## config.mk

```make
export PLATFORM = sky130hd
export DESIGN_NAME = spectral_peak_picker
export DESIGN_NICKNAME = d
export VERILOG_FILES = /design/src/sv/spp_pkg.sv /design/src/sv/spp_regs.sv /design/src/sv/spp_power.sv /design/src/sv/spp_detect.sv /design/src/sv/spp_outq.sv /design/src/sv/spectral_peak_picker.sv
export SDC_FILE = /design/constraint.sdc
export NUM_CORES = 2
export LEC_CHECK = 0
export BUFFER_PORTS_ARGS = -buffer_cell sky130_fd_sc_hd__buf_2
export CORE_UTILIZATION = 55
export DETAILED_ROUTE_END_ITERATION = 10
export HOLD_SLACK_MARGIN = 0.08
export PLACE_DENSITY_LB_ADDON = 0.3
export SYNTH_ARGS = -nofsm -noshare
export SYNTH_HDL_FRONTEND = slang
export SYNTH_SLANG_ARGS = --single-unit
```

## constraint.sdc

```tcl
create_clock -name clk_i -period 8.7 [get_ports clk_i]
set_input_delay 1.305 -clock clk_i [delete_from_list [all_inputs] [get_ports clk_i]]
set_output_delay 1.305 -clock clk_i [all_outputs]
set_load 0.005 [all_outputs]
```

## src/sv/spp_pkg.sv

```systemverilog
// Package for the spectral peak picker: payload structs, internal stage structs,
// register map codes and sizing constants. No dependencies.
package spp_pkg;

  localparam int unsigned MaxBins    = 4096;
  localparam int unsigned BinCntW    = $clog2(MaxBins);
  localparam int unsigned PeakBinW   = 12;
  localparam int unsigned PowerW     = 32;
  localparam int unsigned HzW        = 32;
  localparam int unsigned PeakHzW    = 44;
  localparam int unsigned MaxPeaksW  = 12;
  localparam int unsigned SampleW    = 16;

  localparam int unsigned OqDepth    = 8;
  localparam int unsigned OqPtrW     = $clog2(OqDepth);
  localparam int unsigned OqCntW     = $clog2(OqDepth + 1);

  localparam int unsigned ApbAddrW   = 3;
  localparam int unsigned ApbDataW   = 32;

  localparam logic RegMaxPeaks = 1'b0;
  localparam logic RegHzPerBin = 1'b1;

  localparam logic [MaxPeaksW-1:0] MaxPeaksReset = MaxPeaksW'(8);
  localparam logic [HzW-1:0]       HzPerBinReset = HzW'(5644800);

  typedef struct packed {
    logic signed [SampleW-1:0] real_part;
    logic signed [SampleW-1:0] imag_part;
    logic                      frame_end;
  } in_item_t;

  typedef struct packed {
    logic [PeakBinW-1:0] peak_bin;
    logic [PowerW-1:0]   peak_power;
    logic [PeakHzW-1:0]  peak_hz;
  } out_item_t;

  typedef struct packed {
    logic              valid;
    logic [PowerW-1:0] power;
    logic              frame_end;
  } pwr_t;

  typedef struct packed {
    logic                valid;
    logic                emit;
    logic [PeakBinW-1:0] bin;
    logic [PowerW-1:0]   power;
  } cand_t;

endpackage

```

## src/sv/spp_regs.sv

```systemverilog
// Configuration register file of the spectral peak picker behind an APB-style port.
// Depends on spp_pkg.
module spp_regs
  import spp_pkg::*;
(
  input  logic                 clk_i,
  input  logic                 rst_ni,
  input  logic                 psel,
  input  logic                 penable,
  input  logic                 pwrite,
  input  logic [ApbAddrW-1:0]  paddr,
  input  logic [ApbDataW-1:0]  pwdata,
  output logic [ApbDataW-1:0]  prdata,
  output logic                 pready,
  output logic [MaxPeaksW-1:0] max_peaks_o,
  output logic [HzW-1:0]       hz_per_bin_o
);

  logic [MaxPeaksW-1:0] max_peaks_q, max_peaks_d;
  logic [HzW-1:0]       hz_per_bin_q, hz_per_bin_d;
  logic                 wr_en;
  logic                 reg_sel;

  assign pready  = 1'b1;
  assign wr_en   = psel & penable & pwrite;
  assign reg_sel = paddr[2];

  always_comb begin
    max_peaks_d  = max_peaks_q;
    hz_per_bin_d = hz_per_bin_q;
    if (wr_en) begin
      case (reg_sel)
        RegMaxPeaks: max_peaks_d  = pwdata[MaxPeaksW-1:0];
        RegHzPerBin: hz_per_bin_d = pwdata[HzW-1:0];
        default: ;
      endcase
    end
  end

  always_comb begin
    case (reg_sel)
      RegMaxPeaks: prdata = ApbDataW'(max_peaks_q);
      RegHzPerBin: prdata = ApbDataW'(hz_per_bin_q);
      default:     prdata = '0;
    endcase
  end

  always_ff @(posedge clk_i or negedge rst_ni) begin
    if (!rst_ni) begin
      max_peaks_q  <= MaxPeaksReset;
      hz_per_bin_q <= HzPerBinReset;
    end else begin
      max_peaks_q  <= max_peaks_d;
      hz_per_bin_q <= hz_per_bin_d;
    end
  end

  assign max_peaks_o  = max_peaks_q;
  assign hz_per_bin_o = hz_per_bin_q;

endmodule

```

## src/sv/spp_power.sv

```systemverilog
// Input register and power stage: registers each bin, then forms re*re + im*im.
// Depends on spp_pkg.
module spp_power
  import spp_pkg::*;
(
  input  logic     clk_i,
  input  logic     rst_ni,
  input  logic     accept_i,
  input  in_item_t item_i,
  output pwr_t     pwr_o
);

  in_item_t           item_q;
  logic               valid_q;
  pwr_t               pwr_q, pwr_d;
  logic signed [31:0] re_sq;
  logic signed [31:0] im_sq;

  assign re_sq = item_q.real_part * item_q.real_part;
  assign im_sq = item_q.imag_part * item_q.imag_part;

  always_comb begin
    pwr_d.valid     = valid_q;
    pwr_d.power     = PowerW'({1'b0, re_sq[30:0]}) + PowerW'({1'b0, im_sq[30:0]});
    pwr_d.frame_end = item_q.frame_end;
  end

  always_ff @(posedge clk_i or negedge rst_ni) begin
    if (!rst_ni) begin
      valid_q <= 1'b0;
      pwr_q   <= '0;
    end else begin
      valid_q <= accept_i;
      pwr_q   <= pwr_d;
    end
  end

  always_ff @(posedge clk_i) begin
    if (accept_i) begin
      item_q <= item_i;
    end
  end

  assign pwr_o = pwr_q;

endmodule

```

## src/sv/spp_detect.sv

```systemverilog
// Peak detector: holds the two previous powers and the frame counters, and marks
// the centre bin as a peak when it beats both neighbours. Depends on spp_pkg.
module spp_detect
  import spp_pkg::*;
(
  input  logic                 clk_i,
  input  logic                 rst_ni,
  input  pwr_t                 pwr_i,
  input  logic [MaxPeaksW-1:0] max_peaks_i,
  output cand_t                cand_o
);

  logic [PowerW-1:0]    left_q, left_d;
  logic [PowerW-1:0]    centre_q, centre_d;
  logic [BinCntW-1:0]   bins_q, bins_d;
  logic [MaxPeaksW-1:0] peaks_q, peaks_d;
  cand_t                cand_q, cand_d;
  logic                 is_peak;
  logic [BinCntW-1:0]   idx;

  assign idx     = bins_q - BinCntW'(1);
  assign is_peak = (bins_q >= BinCntW'(2)) && (left_q < centre_q) &&
                   (pwr_i.power < centre_q) && (peaks_q < max_peaks_i);

  always_comb begin
    left_d   = left_q;
    centre_d = centre_q;
    bins_d   = bins_q;
    peaks_d  = peaks_q;
    cand_d.valid = pwr_i.valid;
    cand_d.emit  = pwr_i.valid & is_peak;
    cand_d.bin   = PeakBinW'(idx);
    cand_d.power = centre_q;
    if (pwr_i.valid) begin
      if (pwr_i.frame_end) begin
        left_d   = '0;
        centre_d = '0;
        bins_d   = '0;
        peaks_d  = '0;
      end else begin
        left_d   = centre_q;
        centre_d = pwr_i.power;
        if (bins_q != BinCntW'(MaxBins - 1)) begin
          bins_d = bins_q + BinCntW'(1);
        end
        if (is_peak) begin
          peaks_d = peaks_q + MaxPeaksW'(1);
        end
      end
    end
  end

  always_ff @(posedge clk_i or negedge rst_ni) begin
    if (!rst_ni) begin
      left_q   <= '0;
      centre_q <= '0;
      bins_q   <= '0;
      peaks_q  <= '0;
      cand_q   <= '0;
    end else begin
      left_q   <= left_d;
      centre_q <= centre_d;
      bins_q   <= bins_d;
      peaks_q  <= peaks_d;
      cand_q   <= cand_d;
    end
  end

  assign cand_o = cand_q;

endmodule

```

## src/sv/spp_outq.sv

```systemverilog
// Frequency multiply and output queue with credit count for the input stall.
// Depends on spp_pkg.
module spp_outq
  import spp_pkg::*;
(
  input  logic           clk_i,
  input  logic           rst_ni,
  input  logic           in_accept_i,
  input  cand_t          cand_i,
  input  logic [HzW-1:0] hz_per_bin_i,
  output logic           full_o,
  output logic           out_valid_o,
  input  logic           out_stall_i,
  output out_item_t      out_item_o
);

  out_item_t           mem_q [OqDepth];
  logic [OqPtrW-1:0]   wr_ptr_q, wr_ptr_d;
  logic [OqPtrW-1:0]   rd_ptr_q, rd_ptr_d;
  logic [OqCntW-1:0]   count_q, count_d;
  logic [OqCntW-1:0]   pending_q, pending_d;
  logic                push;
  logic                pop;
  logic                drop;
  logic [PeakHzW-1:0]  hz;
  out_item_t           wr_item;

  assign hz   = cand_i.bin * hz_per_bin_i;
  assign push = cand_i.valid & cand_i.emit;
  assign drop = cand_i.valid & ~cand_i.emit;
  assign pop  = out_valid_o & ~out_stall_i;

  always_comb begin
    wr_item.peak_bin   = cand_i.bin;
    wr_item.peak_power = cand_i.power;
    wr_item.peak_hz    = hz;
  end

  always_comb begin
    wr_ptr_d  = push ? wr_ptr_q + OqPtrW'(1) : wr_ptr_q;
    rd_ptr_d  = pop ? rd_ptr_q + OqPtrW'(1) : rd_ptr_q;
    count_d   = count_q + OqCntW'(push) - OqCntW'(pop);
    pending_d = pending_q + OqCntW'(in_accept_i) - OqCntW'(drop) - OqCntW'(pop);
  end

  always_ff @(posedge clk_i or negedge rst_ni) begin
    if (!rst_ni) begin
      wr_ptr_q  <= '0;
      rd_ptr_q  <= '0;
      count_q   <= '0;
      pending_q <= '0;
    end else begin
      wr_ptr_q  <= wr_ptr_d;
      rd_ptr_q  <= rd_ptr_d;
      count_q   <= count_d;
      pending_q <= pending_d;
    end
  end

  always_ff @(posedge clk_i) begin
    if (push) begin
      mem_q[wr_ptr_q] <= wr_item;
    end
  end

  assign full_o      = (pending_q >= OqCntW'(OqDepth));
  assign out_valid_o = (count_q != '0);
  assign out_item_o  = mem_q[rd_ptr_q];

endmodule

```

## src/sv/spectral_peak_picker.sv

```systemverilog
// Top level of the spectral peak picker: register port, power stage, detector and
// output queue. Depends on spp_pkg, spp_regs, spp_power, spp_detect and spp_outq.
//
// The block takes one spectrum bin per clock cycle and reports three-point local
// maxima of the power re*re + im*im, each with its bin index, power and frequency
// in Q28.16 hertz. A peak is reported when the bin after it arrives, so a result
// follows its right neighbour through the input register, power stage, detector
// and output queue. Sustained rate is one bin per cycle while in_stall_o is low.
// An eight-entry output queue with a credit count drives in_stall_o, so input is
// held off only once eight transactions are in flight or waiting at the output. A
// bin with frame_end set closes the frame and clears the detector state; at most
// max_peaks peaks are reported per frame. Registers: max_peaks at byte address 0,
// hz_per_bin at byte address 4; write them only while the block is idle.
module spectral_peak_picker
  import spp_pkg::*;
(
  input  logic                clk_i,
  input  logic                rst_ni,
  input  logic                psel,
  input  logic                penable,
  input  logic                pwrite,
  input  logic [ApbAddrW-1:0] paddr,
  input  logic [ApbDataW-1:0] pwdata,
  output logic [ApbDataW-1:0] prdata,
  output logic                pready,
  input  logic                in_valid_i,
  output logic                in_stall_o,
  input  in_item_t            in_item_i,
  output logic                out_valid_o,
  input  logic                out_stall_i,
  output out_item_t           out_item_o
);

  logic [MaxPeaksW-1:0] max_peaks;
  logic [HzW-1:0]       hz_per_bin;
  logic                 in_accept;
  logic                 full;
  pwr_t                 pwr;
  cand_t                cand;

  assign in_stall_o = full;
  assign in_accept  = in_valid_i & ~full;

  spp_regs u_regs (
    .clk_i        (clk_i),
    .rst_ni       (rst_ni),
    .psel         (psel),
    .penable      (penable),
    .pwrite       (pwrite),
    .paddr        (paddr),
    .pwdata       (pwdata),
    .prdata       (prdata),
    .pready       (pready),
    .max_peaks_o  (max_peaks),
    .hz_per_bin_o (hz_per_bin)
  );

  spp_power u_power (
    .clk_i    (clk_i),
    .rst_ni   (rst_ni),
    .accept_i (in_accept),
    .item_i   (in_item_i),
    .pwr_o    (pwr)
  );

  spp_detect u_detect (
    .clk_i       (clk_i),
    .rst_ni      (rst_ni),
    .pwr_i       (pwr),
    .max_peaks_i (max_peaks),
    .cand_o      (cand)
  );

  spp_outq u_outq (
    .clk_i        (clk_i),
    .rst_ni       (rst_ni),
    .in_accept_i  (in_accept),
    .cand_i       (cand),
    .hz_per_bin_i (hz_per_bin),
    .full_o       (full),
    .out_valid_o  (out_valid_o),
    .out_stall_i  (out_stall_i),
    .out_item_o   (out_item_o)
  );

endmodule

```

==> Implementation_results.wiki <==
{| class="wikitable"
! Metric !! Value
|-
| Commonest register cell after synthesis || sky130_fd_sc_hd__edfxtp_1
|-
| Actual transition at the worst max-transition pin || 1.30 ns
|-
| Biggest area contributors in the synthesized netlist || sky130_fd_sc_hd__edfxtp_1 (33%), sky130_fd_sc_hd__fa_1 (22%), sky130_fd_sc_hd__dfrtp_1 (8.1%), sky130_fd_sc_hd__ha_1 (6.9%), sky130_fd_sc_hd__mux4_2 (5.8%)
|-
| Sequential element share of the synthesized area || 41.0%
|-
| Ports || 198
|-
| Detailed-routing iteration count for the pre-antenna-repair pass || 5
|-
| Seq. cell area || 27,800 µm²
|-
| Final-layout fill cell count || 9,451
|-
| Most frequent CP cell || sky130_fd_sc_hd__fa_1
|-
| Initial standard-cell utilization of the core || 55.6%
|-
| Data required time of the critical path || 9.29 ns
|-
| Maximum number of pins on one net before global-route repair || 161
|-
| Number of synthesized register bits || 964
|-
| Stage delay of the slowest cell on the critical path || 0.55 ns
|-
| Proportion of register bits with asynchronous set or reset after synthesis || 23.5%
|-
| Clk_lat worst skew || 0.72 ns
|-
| Routed vias || 40,900
|-
| Startpoint types || flop
|-
| Startpoint of the tightest hold check path || u_power.valid_q$_DFF_PN0_
|-
| Cell depth of the worst hold path || 0
|-
| Reg-to-reg critical path startpoint || u_power.item_q[19]$_DFFE_PP_
|-
| Buf/Inv on CP || 5
|-
| Iter 0 DRT Violations || 3,025
|-
| Global placement routability congestion || 0.881
|-
| Hold-fix buffers, CTS || 0
|-
| Fin. max-slew vios || 0
|-
| Hold Worst Slack || 0.353 ns
|-
| Cell area after synthesis || 67,900 µm²
|-
| Core area || 122,000 µm²
|-
| Vertical extent of the die || 353 µm
|-
| Shortest clock period the worst path allows after layout || 8.25 ns
|-
| Layout Nets || 6,806
|-
| Commonest non-fill, non-tap cell in the layout || sky130_fd_sc_hd__inv_1
|-
| HPWL after DPL || 109 mm
|-
| Reg clk slew, reported paths || 0.07 ns
|-
| Synthesized net count || 6,631
|-
| Area of the multi-input gates || 35,500 µm²
|-
| Highest Clock Rate || 121 MHz
|-
| YS warnings || 0
|-
| Capture endpoint of the worst hold path || u_power.pwr_o[33]$_DFF_PN0_
|-
| CTS tree || done
|-
| Number of rows in the core area || 128
|-
| Number of failing setup endpoints in the final timing report || 0
|-
| Signed area change from the synthesized netlist to the final layout || 9.34%
|-
| DIE AREA || 125,000 µm²
|-
| Critical path endpoint category || flop
|-
| Number of buffers added on ports || 194
|-
| Run status || complete, no violations
|-
| Critical path class || flop to flop
|-
| Synthesized instance count || 5,422
|-
| WL per Instance || 21.1 µm
|-
| Final Hold Vio Count || 0
|-
| Global-route wire length before repair || 243 mm
|-
| Total Negative Setup Slacks || 0 ns
|-
| Detailed-route vias per instance || 5.60
|-
| Average size of a mapped cell || 12.5 µm²
|-
| Drt total wl || 154 mm
|-
| Via count of the first global-routing pass || 43,500
|-
| Number of antenna violations at the first check in global routing || 5
|-
| Number of clock sinks || 964
|-
| Min-delay worst type || flop to flop
|-
| Commonest cells after routing, fill and taps aside || sky130_fd_sc_hd__inv_1 (1,016), sky130_fd_sc_hd__fa_1 (758), sky130_fd_sc_hd__edfxtp_1 (737)
|-
| DRC errors left || 0
|-
| Maximum buffer depth of the clock tree || 3
|-
| GRT Overall Usage || 25.4%
|-
| Reg2reg setup slack || 0.45 ns
|-
| H-tree Lvls || 3
|-
| Count of max-cap constraint violations || 0
|-
| Synth cell types || 68
|-
| Library cell contributing the largest single delay on the critical path || sky130_fd_sc_hd__fa_1
|-
| Data arrival at the endpoint of the critical path || 8.83 ns
|-
| Chip Width || 353 µm
|-
| Root buffer selected by CTS || sky130_fd_sc_hd__clkbuf_16
|-
| Yosys top cell area share || 32.6%
|-
| Setup clock skew after layout || 0.0494 ns
|-
| GRT overflow || 0
|-
| Number of nets with antenna violations after routing || 0
|-
| Worst Path Max Fanout || 6
|-
| Cell type with the largest total area after synthesis || sky130_fd_sc_hd__edfxtp_1
|-
| Inserted Clock Buffers || 99
|-
| Relative slew margins || 13.6%
|-
| Fraction of layout cells with a size suffix above 1 || 14.5%
|-
| Number of flops mapped to enable cells by yosys || 737
|-
| Post-route fraction of the period consumed by the critical path || 94.8%
|-
| Critical path's top delay family || adder cells
|-
| Destination of the worst register-to-register timing path || u_power.pwr_o[32]$_DFF_PN0_
|-
| Worst reg2reg path depth || 30
|}
## final cells by class
class	instances	area share [%]
clock inverters	55	0.917
well taps	1625	2.74
inverters	1017	5.14
clock buffers	128	3.54
diodes	1	0.00337
flip-flops and latches	964	37.5
repair buffers	285	2.29
multi-input cells	3230	47.9
## metal layers
metal	wire [µm]	vias up	global-route usage (%)	part of all wire [%]
met5	13	-	0	0.0084
met4	5120	2	8.61	3.3
met3	10000	264	3.80	6.5
met2	75000	1286	42.4	49
met1	64100	21100	34.3	42
li1	-	18300	-	-
## how the worst max path moves through the flow
stage	from	endpoint	slack, ns	depth (start not counted)
2_1_floorplan	u_power.item_q[3]$_DFFE_PP_	u_power.pwr_o[32]$_DFF_PN0_	0.77	32
3_3_place_gp	u_power.item_q[3]$_DFFE_PP_	u_power.pwr_o[32]$_DFF_PN0_	0.43	31
3_5_place_dp	u_power.item_q[3]$_DFFE_PP_	u_power.pwr_o[32]$_DFF_PN0_	0.32	30
4_1_cts	u_power.item_q[3]$_DFFE_PP_	u_power.pwr_o[32]$_DFF_PN0_	0.30	30
5_1_grt	u_power.item_q[26]$_DFFE_PP_	u_power.pwr_o[32]$_DFF_PN0_	-0.02	34
6_report	u_power.item_q[19]$_DFFE_PP_	u_power.pwr_o[32]$_DFF_PN0_	0.45	30
## worst register-to-register path, delay by kind of cell, from the launching register on
kind | cells | cell delay (ns)
xor+xnor | 1 | 0.18
fa+ha+maj | 8 | 3.72
buf+inv | 5 | 0.42
compound gates | 11 | 2.48
simple gates | 5 | 0.81
flops | 1 | 0.53
## cell families (layout without fill, tap and decap cells)
kind of cell	after synthesis	in the layout	share of synthesized area, %
XOR/XNOR	176	176	2.27
other	1	2	0.00552
AND/OR/NAND/NOR	1125	1125	7.82
flip-flops	964	964	41.0
AO/OA/AOI/OAI	478	478	4.68
buffers and inverters	1228	1485	6.80
adder cells (fa/ha/maj)	1134	1134	29.3
multiplexers	316	316	8.16
## cells in the mapped netlist (20+ instances only)
cell type,n
sky130_fd_sc_hd__dfrtp_1,220
sky130_fd_sc_hd__and2_1,203
sky130_fd_sc_hd__clkbuf_1,182
sky130_fd_sc_hd__edfxtp_1,737
sky130_fd_sc_hd__nand3_1,73
sky130_fd_sc_hd__xor2_1,46
sky130_fd_sc_hd__nor2b_1,52
sky130_fd_sc_hd__a21o_1,76
sky130_fd_sc_hd__fa_1,758
sky130_fd_sc_hd__nand2_1,519
sky130_fd_sc_hd__mux4_2,176
sky130_fd_sc_hd__nand2b_1,32
sky130_fd_sc_hd__buf_1,26
sky130_fd_sc_hd__inv_1,1017
sky130_fd_sc_hd__and3_1,20
sky130_fd_sc_hd__xnor2_1,130
sky130_fd_sc_hd__ha_1,376
sky130_fd_sc_hd__mux2_2,137
sky130_fd_sc_hd__a21oi_1,110
sky130_fd_sc_hd__nor2_1,140
sky130_fd_sc_hd__o21ai_0,108
sky130_fd_sc_hd__a31o_2,42
sky130_fd_sc_hd__nor3_1,28
## stage by stage
stage / util [%] / instance area [µm²] / instances / setup WS, ns
after floorplan: - / 67900 / 5422 / 0.770
after global placement: 58.1 / 70900 / 7118 / 0.431
after detailed placement: 58.1 / 70900 / 7118 / 0.320
after global routing: 60.8 / 74200 / 7304 / -0.0187
final: 60.8 / 74200 / 7305 / 0.452
after CTS: 60.8 / 74200 / 7301 / 0.298
## registers in the layout, summed over array words and instances (netlist names), 12 cells and up
register / cells
u_outq.mem_q: 704
u_detect.cand_o: 46
u_power.pwr_o: 34
u_power.item_q: 33
u_detect.centre_q: 32
u_detect.left_q: 32
u_regs.hz_per_bin_o: 32
u_detect.bins_q: 12
u_detect.peaks_q: 12
u_regs.max_peaks_o: 12
## what timing repair did
action / 4_1_cts / 5_1_grt
setup endpoints to repair: 0 / 4
setup buffers: 0 / 3
resized for setup: 0 / 3
Power is left out: the tool's default activity adds up to more than one toggle a clock period on the data nets, which glitch-free logic cannot reach.
